### src/rtl/cicp_pkg.sv
// Shared types, codes and helpers for the cascaded interrupt controller pair.
// No dependencies; used by cascaded_interrupt_controller_pair_core.
`timescale 1ns / 1ps
`default_nettype none

package cicp_pkg;

  // bus action codes
  localparam logic [2:0] ACT_WRITE = 3'd0;
  localparam logic [2:0] ACT_READ  = 3'd1;
  localparam logic [2:0] ACT_RAISE = 3'd2;
  localparam logic [2:0] ACT_LOWER = 3'd3;
  localparam logic [2:0] ACT_IACK  = 3'd4;

  localparam logic [7:0] MASTER_BASE = 8'h20;
  localparam logic [7:0] SLAVE_BASE  = 8'hA0;

  // command decode masks and patterns on the even port
  localparam logic [7:0] OCW3_MASK  = 8'h98;
  localparam logic [7:0] OCW3_CODE  = 8'h08;
  localparam logic [7:0] OCW_SEL    = 8'h18;
  localparam logic [7:0] OCW2_TYPE  = 8'hE0;
  localparam logic [7:0] OCW2_NOP   = 8'h40;
  localparam logic [7:0] VEC_MASK   = 8'hF8;
  localparam logic [7:0] POLL_FLAG  = 8'h80;

  localparam logic [2:0] STEP_DONE  = 3'd4;
  localparam logic [3:0] NO_LINE    = 4'd8;
  localparam logic [2:0] SPURIOUS   = 3'd7;
  localparam int unsigned CASCADE_IR = 2;

  localparam int unsigned IN_W  = 23;
  localparam int unsigned OUT_W = 18;

  typedef struct packed {
    logic [7:0] irr;
    logic [7:0] isr;
  } ack_result_t;

  // index of lowest set bit, NO_LINE when none
  function automatic logic [3:0] lowest_bit(input logic [7:0] v);
    logic [3:0] res;
    res = NO_LINE;
    for (int i = 7; i >= 0; i--) begin
      if (v[i]) res = 4'(i);
    end
    return res;
  endfunction

  function automatic logic [7:0] pending(input logic [2:0] step, input logic [7:0] irr,
                                         input logic [7:0] imr, input logic [7:0] isr);
    if (step < STEP_DONE) return 8'h00;
    return irr & ~imr & ~isr;
  endfunction

  // clear the lowest set service bit
  function automatic logic [7:0] clear_lowest(input logic [7:0] v);
    return v & (v - 8'd1);
  endfunction

  function automatic ack_result_t ack_update(input logic [7:0] irr, input logic [7:0] isr,
                                             input logic [2:0] ir, input logic aeoi);
    ack_result_t r;
    r.irr = irr & ~(8'd1 << ir);
    r.isr = isr | (8'd1 << ir);
    if (aeoi) r.isr = clear_lowest(r.isr);
    return r;
  endfunction

endpackage

`default_nettype wire

### src/rtl/cascaded_interrupt_controller_pair_core.sv
// Top level: master/slave interrupt controller pair behind stream handshakes.
// Depends on cicp_pkg.
//
//   channel  dir  width  contents (lowest bit first)
//   s_*      in   24     action[2:0] port_address[10:3] write_data[18:11] irq_line[22:19]
//   m_*      out  24     read_data[7:0] claimed[8] vector[16:9] int_pending[17]
//
// One transfer per cycle sustained while results are accepted. Each transfer waits in
// the input register, then the controller logic updates state and loads
// the result register. Reset (rst, synchronous) restores power-on controller state.
// A stalled result holds the input register; one more input is taken while the result
// waits, after which s_tready stays low until the result is accepted.
`timescale 1ns / 1ps
`default_nettype none

module cascaded_interrupt_controller_pair_core (
  input  wire logic        clk,
  input  wire logic        rst,
  input  wire logic        s_tvalid,
  output logic             s_tready,
  input  wire logic [23:0] s_tdata,   // action, port_address, write_data, irq_line
  output logic             m_tvalid,
  input  wire logic        m_tready,
  output logic [23:0] m_tdata         // read_data, claimed, vector, int_pending
);

  // controller state, index 0 master, 1 slave
  logic [7:0] irr  [2];
  logic [7:0] isr  [2];
  logic [7:0] imr  [2];
  logic [7:0] lvl  [2];
  logic [7:0] icw  [2][4];
  logic [2:0] step [2];
  logic       rsel [2];
  logic       poll [2];

  logic [7:0] irr_next  [2];
  logic [7:0] isr_next  [2];
  logic [7:0] imr_next  [2];
  logic [7:0] lvl_next  [2];
  logic [7:0] icw_next  [2][4];
  logic [2:0] step_next [2];
  logic       rsel_next [2];
  logic       poll_next [2];

  logic                          in_valid;
  logic [cicp_pkg::IN_W-1:0]     in_q;
  logic [cicp_pkg::OUT_W-1:0]    out_q;
  logic [cicp_pkg::OUT_W-1:0]    out_next;
  logic                          advance;

  logic [2:0] action;
  logic [7:0] port_address;
  logic [7:0] write_data;
  logic [3:0] irq_line;

  assign action       = in_q[2:0];
  assign port_address = in_q[10:3];
  assign write_data   = in_q[18:11];
  assign irq_line     = in_q[22:19];

  assign advance  = in_valid && (!m_tvalid || m_tready);
  assign s_tready = !in_valid || advance;
  assign m_tdata  = {6'd0, out_q};

  always_comb begin
    logic [7:0] rd;
    logic       claimed;
    logic [7:0] vec;
    logic       p;
    logic       hit;
    logic [3:0] ir;
    logic [3:0] s;
    logic [2:0] st;
    logic [7:0] bitm;
    cicp_pkg::ack_result_t ar;

    rd = 8'd0;
    claimed = 1'b0;
    vec = 8'd0;
    p = 1'b0;
    hit = 1'b0;
    ir = cicp_pkg::NO_LINE;
    s = cicp_pkg::NO_LINE;
    st = 3'd0;
    bitm = 8'd0;
    ar = '0;
    for (int i = 0; i < 2; i++) begin
      irr_next[i]  = irr[i];
      isr_next[i]  = isr[i];
      imr_next[i]  = imr[i];
      lvl_next[i]  = lvl[i];
      step_next[i] = step[i];
      rsel_next[i] = rsel[i];
      poll_next[i] = poll[i];
      for (int k = 0; k < 4; k++) icw_next[i][k] = icw[i][k];
    end

    case (action)
      cicp_pkg::ACT_WRITE, cicp_pkg::ACT_READ: begin
        if (port_address[7:1] == cicp_pkg::SLAVE_BASE[7:1]) begin
          hit = 1'b1;
          p = 1'b1;
        end else if (port_address[7:1] == cicp_pkg::MASTER_BASE[7:1]) begin
          hit = 1'b1;
        end
        if (hit) begin
          claimed = 1'b1;
          if (action == cicp_pkg::ACT_WRITE) begin
            if (!port_address[0]) begin
              if (write_data[4]) begin
                // ICW1 restarts the init sequence
                irr_next[p]    = 8'd0;
                imr_next[p]    = 8'd0;
                icw_next[p][0] = write_data;
                icw_next[p][2] = 8'd7;
                if (!write_data[0]) icw_next[p][3] = 8'd0;
                rsel_next[p]   = 1'b0;
                step_next[p]   = 3'd1;
              end else if ((write_data & cicp_pkg::OCW3_MASK) == cicp_pkg::OCW3_CODE) begin
                poll_next[p] = write_data[2];
                if (write_data[1]) rsel_next[p] = write_data[0];
              end else if ((write_data & cicp_pkg::OCW_SEL) == 8'd0) begin
                if ((write_data & cicp_pkg::OCW2_TYPE) != cicp_pkg::OCW2_NOP && write_data[5])
                  isr_next[p] = cicp_pkg::clear_lowest(isr[p]);
              end
            end else if (step[p] < cicp_pkg::STEP_DONE) begin
              icw_next[p][step[p][1:0]] = write_data;
              st = step[p] + 3'd1;
              // skip ICW3 in single mode, ICW4 when not requested
              if (st == 3'd2 && icw_next[p][0][1]) st = st + 3'd1;
              if (st == 3'd3 && !icw_next[p][0][0]) st = st + 3'd1;
              step_next[p] = st;
            end else begin
              imr_next[p] = write_data;
            end
          end else begin
            if (poll[p]) begin
              poll_next[p] = 1'b0;
              ir = cicp_pkg::lowest_bit(cicp_pkg::pending(step[p], irr[p], imr[p], isr[p]));
              if (!ir[3]) begin
                ar = cicp_pkg::ack_update(irr[p], isr[p], ir[2:0], icw[p][3][1]);
                irr_next[p] = ar.irr;
                isr_next[p] = ar.isr;
                if (p) begin
                  lvl_next[0][cicp_pkg::CASCADE_IR] = 1'b0;
                  irr_next[0][cicp_pkg::CASCADE_IR] = 1'b0;
                end
                rd = cicp_pkg::POLL_FLAG | {5'd0, ir[2:0]};
              end
            end else if (port_address[0]) begin
              rd = imr[p];
            end else begin
              rd = rsel[p] ? isr[p] : irr[p];
            end
          end
        end
      end
      cicp_pkg::ACT_RAISE: begin
        p = irq_line[3];
        bitm = 8'd1 << irq_line[2:0];
        if ((lvl[p] & bitm) == 8'd0) begin
          lvl_next[p] = lvl[p] | bitm;
          irr_next[p] = irr[p] | bitm;
        end
      end
      cicp_pkg::ACT_LOWER: begin
        p = irq_line[3];
        bitm = 8'd1 << irq_line[2:0];
        if ((lvl[p] & bitm) != 8'd0) begin
          lvl_next[p] = lvl[p] & ~bitm;
          irr_next[p] = irr[p] & ~bitm;
        end
      end
      cicp_pkg::ACT_IACK: begin
        ir = cicp_pkg::lowest_bit(cicp_pkg::pending(step[0], irr[0], imr[0], isr[0]));
        if (ir[3]) begin
          vec = (icw[0][1] & cicp_pkg::VEC_MASK) | {5'd0, cicp_pkg::SPURIOUS};
        end else begin
          ar = cicp_pkg::ack_update(irr[0], isr[0], ir[2:0], icw[0][3][1]);
          irr_next[0] = ar.irr;
          isr_next[0] = ar.isr;
          if (!icw[0][0][1] && icw[0][2][ir[2:0]]) begin
            if (icw[1][2][2:0] == ir[2:0]) begin
              // cascaded line: the slave supplies the vector
              s = cicp_pkg::lowest_bit(cicp_pkg::pending(step[1], irr[1], imr[1], isr[1]));
              if (s[3]) begin
                s = {1'b0, cicp_pkg::SPURIOUS};
              end else begin
                ar = cicp_pkg::ack_update(irr[1], isr[1], s[2:0], icw[1][3][1]);
                irr_next[1] = ar.irr;
                isr_next[1] = ar.isr;
                lvl_next[0][cicp_pkg::CASCADE_IR] = 1'b0;
                irr_next[0][cicp_pkg::CASCADE_IR] = 1'b0;
              end
              vec = (icw[1][1] & cicp_pkg::VEC_MASK) | {5'd0, s[2:0]};
            end else begin
              vec = (icw[0][1] & cicp_pkg::VEC_MASK) | {5'd0, cicp_pkg::SPURIOUS};
            end
          end else begin
            vec = (icw[0][1] & cicp_pkg::VEC_MASK) | {5'd0, ir[2:0]};
          end
        end
      end
      default: begin
      end
    endcase

    // slave request drives master IR2
    if (cicp_pkg::pending(step_next[1], irr_next[1], imr_next[1], isr_next[1]) != 8'd0 &&
        !lvl_next[0][cicp_pkg::CASCADE_IR]) begin
      lvl_next[0][cicp_pkg::CASCADE_IR] = 1'b1;
      irr_next[0][cicp_pkg::CASCADE_IR] = 1'b1;
    end

    out_next = {cicp_pkg::pending(step_next[0], irr_next[0], imr_next[0], isr_next[0]) != 8'd0,
                vec, claimed, rd};
  end

  always_ff @(posedge clk) begin
    if (rst) begin
      in_valid <= 1'b0;
      m_tvalid <= 1'b0;
      for (int i = 0; i < 2; i++) begin
        irr[i]  <= 8'h00;
        isr[i]  <= 8'h00;
        imr[i]  <= 8'hFF;
        lvl[i]  <= 8'h00;
        step[i] <= 3'd0;
        rsel[i] <= 1'b0;
        poll[i] <= 1'b0;
        for (int k = 0; k < 4; k++) icw[i][k] <= 8'h00;
      end
    end else begin
      if (s_tvalid && s_tready) begin
        in_valid <= 1'b1;
        in_q     <= s_tdata[cicp_pkg::IN_W-1:0];
      end else if (advance) begin
        in_valid <= 1'b0;
      end
      if (advance) begin
        m_tvalid <= 1'b1;
        out_q    <= out_next;
        for (int i = 0; i < 2; i++) begin
          irr[i]  <= irr_next[i];
          isr[i]  <= isr_next[i];
          imr[i]  <= imr_next[i];
          lvl[i]  <= lvl_next[i];
          step[i] <= step_next[i];
          rsel[i] <= rsel_next[i];
          poll[i] <= poll_next[i];
          for (int k = 0; k < 4; k++) icw[i][k] <= icw_next[i][k];
        end
      end else if (m_tready) begin
        m_tvalid <= 1'b0;
      end
    end
  end

  logic slave_req;
  logic master_req;
  assign slave_req  = cicp_pkg::pending(step[1], irr[1], imr[1], isr[1]) != 8'd0;
  assign master_req = cicp_pkg::pending(step[0], irr[0], imr[0], isr[0]) != 8'd0;

  a_cascade_line: assert property (@(posedge clk) disable iff (rst)
    slave_req |-> lvl[0][cicp_pkg::CASCADE_IR])
    else $error("slave request without master cascade line");

  a_step_range: assert property (@(posedge clk) disable iff (rst)
    step[0] <= cicp_pkg::STEP_DONE && step[1] <= cicp_pkg::STEP_DONE)
    else $error("init step out of range");

  a_pending_out: assert property (@(posedge clk) disable iff (rst)
    m_tvalid |-> out_q[cicp_pkg::OUT_W-1] == master_req)
    else $error("int_pending does not match master state");

  a_stall_only: assert property (@(posedge clk) disable iff (rst)
    !s_tready |-> in_valid && m_tvalid && !m_tready)
    else $error("input stalled without a blocked result");

endmodule

`default_nettype wire

### config.mk
export PLATFORM = sky130hd
export DESIGN_NAME = cascaded_interrupt_controller_pair_core
export DESIGN_NICKNAME = d
export VERILOG_FILES = /design/src/rtl/cicp_pkg.sv /design/src/rtl/cascaded_interrupt_controller_pair_core.sv
export SDC_FILE = /design/constraint.sdc
export NUM_CORES = 1
export LEC_CHECK = 0
export BUFFER_PORTS_ARGS = -buffer_cell sky130_fd_sc_hd__buf_2
export CORE_ASPECT_RATIO = 0.75
export CORE_MARGIN = 2
export CORE_UTILIZATION = 30
export CTS_CLUSTER_DIAMETER = 100
export DETAILED_ROUTE_END_ITERATION = 10
export PLACE_DENSITY_LB_ADDON = 0.08
export SLEW_MARGIN = 0
export SYNTH_ARGS = -nofsm -noshare
export SYNTH_HDL_FRONTEND = slang
export SYNTH_SLANG_ARGS = --single-unit
### constraint.sdc
create_clock -name clk -period 12.2 [get_ports clk]
set_input_delay 1.83 -clock clk [delete_from_list [all_inputs] [get_ports clk]]
set_output_delay 1.83 -clock clk [all_outputs]
set_load 0.02 [all_outputs]
==> metrics.md <==
| Metric | Value |
|---|---|
| Outcome | `finished clean` |
| Pwr Density | `105 mW/mm^2` |
| Setup ws final | `6.49 ns` |
| H-Tree Depth | `4` |
| Arr. time, crit path | `5.91 ns` |
| Timing-limited maximum frequency | `0.175 GHz` |
| Gr ovfl total | `0` |
| Hold Crit Endpoint | `m_tvalid` |
| Number of global-route vias before repair | `10827` |
| TritonCTS Sinks | `145` |
| Routed wire length | `55700 um` |
| Post-route setup TNS | `0 ns` |
| YS warnings | `0` |
| Via count | `11906` |
| Top-level port count | `54` |
| Largest delay share family, worst path | `compound AO/OA/AOI/OAI gates` |
| CTS root buf | `clkbuf_16` |
| Worst path required time | `12.41 ns` |
| Final Cycle Share | `46.8%` |
| Most common library cells after synthesis | `nand2_1, edfxtp_1, nor2_1, o21ai_0, a21oi_1` |
| First-pass GRT wire length | `80100 um` |
| # Max-Cap Violations | `0` |
| Post-CTS Setup Repair Bufs | `0` |
| Routed Antenna Nets | `0` |
| Final HPWL DP | `41700 um` |
| CTS buffer count | `17` |
| Full die area | `0.0416 mm^2` |
| Post-route cell area | `0.0133 mm^2` |
| Pin count of the biggest net entering global routing | `60` |
| Top post-synthesis cells by area | `edfxtp_1, nand2_1, o21ai_0` |
| Critical Path End Type | `register` |
| Worst path max stage delay | `0.79 ns` |
| Area Overhead vs Synth | `11.0%` |
| RR Startpoint | `in_q[5]` |
| Fin util | `33.7%` |
| Cts hold-fix bufs | `0` |
| Die H | `177 um` |
| Slew margin rel. | `17.7%` |
| Number of synthesized flops with an enable pin | `142` |
| Nets | `1416` |
| CTS tree | `yes` |
| Yosys top cell area share | `35.5%` |
| Buf/Inv on CP | `1` |
| # resized after CTS | `0` |
| Ant diodes | `0` |
| Worst VDD drop | `86.8 uV` |
| Crit path top cell by count | `a311oi_1` |
| Slew Limit Fails | `0` |
| Sequential share of the synthesized area | `36.0%` |
| Hold Crit Class | `register to register` |
| Most frequent cell after synthesis | `nand2_1` |
| Worst path slowest cell | `nor4_4` |
| Hold Crit Depth | `2` |
| R2R Setup Slk | `6.49 ns` |
| GPL Wtd Cong | `0.975` |
| P_leak | `0.00465 uW` |
| GRT Resource Usage Total | `26.7%` |
| Fillers | `4170` |
| Clock Path Buffers | `2` |
| Final setup vio count | `0` |
| DR iter-0 viols | `1608` |
| Cells after Synth | `1378` |
| Hold Fails Final Rpt | `0` |
| Post-Syn Area | `0.0120 mm^2` |
| Post-synth top area cell | `edfxtp_1` |
| Slew @ Worst Pin | `1.22 ns` |
| Post-layout minimum cycle time | `5.71 ns` |
| Pre-Repair DR Iteration Count | `6` |
| Asr flop ratio synth | `0%` |
| Vias/cell | `6.22` |
| Crit Path Category | `register to register` |
| Distinct cell type count after synthesis | `113` |
| Primary FF master, synth | `edfxtp_1` |
| CP Launch Type | `register` |
| HP Start | `in_valid` |
| Worst-Skew Late Latency | `0.47 ns` |
| Crit-path cells | `nor4_4 -> nand2_4 -> buf_4 -> mux2i_1 -> o31ai_2 -> nor2_1 -> a21oi_1 -> a311oi_1 -> a211oi_1 -> a311oi_1 -> nand4b_1 -> a21oi_2 -> o22ai_1` |
| Initial Utilization | `30.4%` |
| Layout cells sized above 1 | `14.2%` |
| Syn avg cell area | `8.71 um^2` |
| RR Endpoint | `out_q[17]` |
| Post-Route Skew | `0.0158 ns` |
| Site row count | `63` |
| Antenna violations before repair | `1` |
| Clock edge transition at the registers on the reported setup and hold paths | `0.07 ns` |
| WL per Instance | `29.1 um` |
| RSZ-0062 raised after global routing | `no` |
| Setup slack after placement | `6.76 ns` |
| DRC viols | `0` |
| Core area | `0.0395 mm^2` |
| IO buf count | `46` |
| Reg2Reg Depth | `13` |
| Placed Instance Area | `0.0127 mm^2` |
| Die X | `235 um` |
| Register bit total from synthesis | `145` |
| Critical Path Fanout Max | `59` |
==> sequential cells by signal, indices dropped and copies added (netlist names), named ones only <==
register,count
in_valid,1
isr,16
poll,2
m_tvalid,1
lvl,16
icw,27
rsel,2
irr,16
step,6
in_q,23
imr,16
out_q,18
==> worst max path at each step <==
stage                     startpoint        end  slack, ns  cells past startpoint
after detailed placement     in_q[5]  out_q[17]       6.76                     13
after global placement       in_q[5]  out_q[17]       6.75                     13
final                        in_q[5]  out_q[17]       6.49                     13
after floorplan             in_q[10]  out_q[17]       7.24                     26
after global routing         in_q[5]  out_q[17]       6.34                     13
after CTS                    in_q[5]  out_q[17]       6.74                     13
==> worst register-to-register path: cells and delay by family, from the launching register on <==
family	cells	cell delay (ns)
compound gates	7	2.05
simple gates	4	1.85
flops	1	0.43
mux	1	0.61
buf+inv	1	0.50
==> cells by family (layout without fill, tap and decap cells) <==
kind of cell,Yosys count,after routing,synth area share (%)
buf+inv,125,136,4.65
xor+xnor,15,15,1.09
other cells,1,6,0.0313
simple gates,573,573,26.1
mux,72,72,6.99
fa+ha+maj,7,7,0.730
flops,145,145,36.0
compound gates,440,440,24.3
==> power by group <==
part / switching (uW) / total (uW) / leakage, uW / internal (uW)
combinational: 130 / 195 / 0.00292 / 64.2
sequential: 39.2 / 609 / 0.00141 / 570
clock: 238 / 592 / 0.000313 / 354
total: 408 / 1400 / 0.00465 / 988
==> layout make-up <==
cell class	instances	area, um^2	share of cell area (%)
Multi-Input combinational cell	1113	7150	53.7
Tap cell	520	651	4.88
Clock inverter	12	178	1.33
Sequential cell	145	4330	32.5
Inverter	27	101	0.761
Clock buffer	20	457	3.43
Timing Repair Buffer	77	463	3.47
==> per-stage QoR <==
step	cells	hold WS, ns	total power, uW
3_3_place_gp	1882	0.518	807
2_1_floorplan	1383	0.496	729
5_1_grt	1914	0.558	1440
3_5_place_dp	1882	0.526	807
4_1_cts	1914	0.543	1400
6_report	1914	0.541	1400
==> routing by layer <==
| metal | share of wire, % | track usage, % |
|---|---|---|
| met2 | 37 | 34.2 |
| met5 | 0 | 0 |
| met3 | 11 | 7.21 |
| met4 | 2.1 | 7.07 |
| met1 | 49 | 42.3 |
==> placed cells by master, fill, tap and decap left out, drive strengths merged, types with 14 or more instances in the layout <==
| cell | netlist | routed |
|---|---|---|
| a211oi | 17 | 17 |
| a21oi | 107 | 107 |
| a31oi | 26 | 26 |
| and2 | 19 | 19 |
| and3 | 15 | 15 |
| buf | 35 | 77 |
| clkbuf | 63 | 20 |
| edfxtp | 142 | 142 |
| inv | 26 | 29 |
| mux2 | 14 | 14 |
| mux2i | 53 | 53 |
| nand2 | 170 | 170 |
| nand2b | 19 | 19 |
| nand3 | 41 | 41 |
| nor2 | 146 | 146 |
| nor3 | 34 | 34 |
| nor4 | 20 | 20 |
| o21ai | 118 | 118 |
| o22ai | 19 | 19 |
Power figures use the tool's default switching activity.
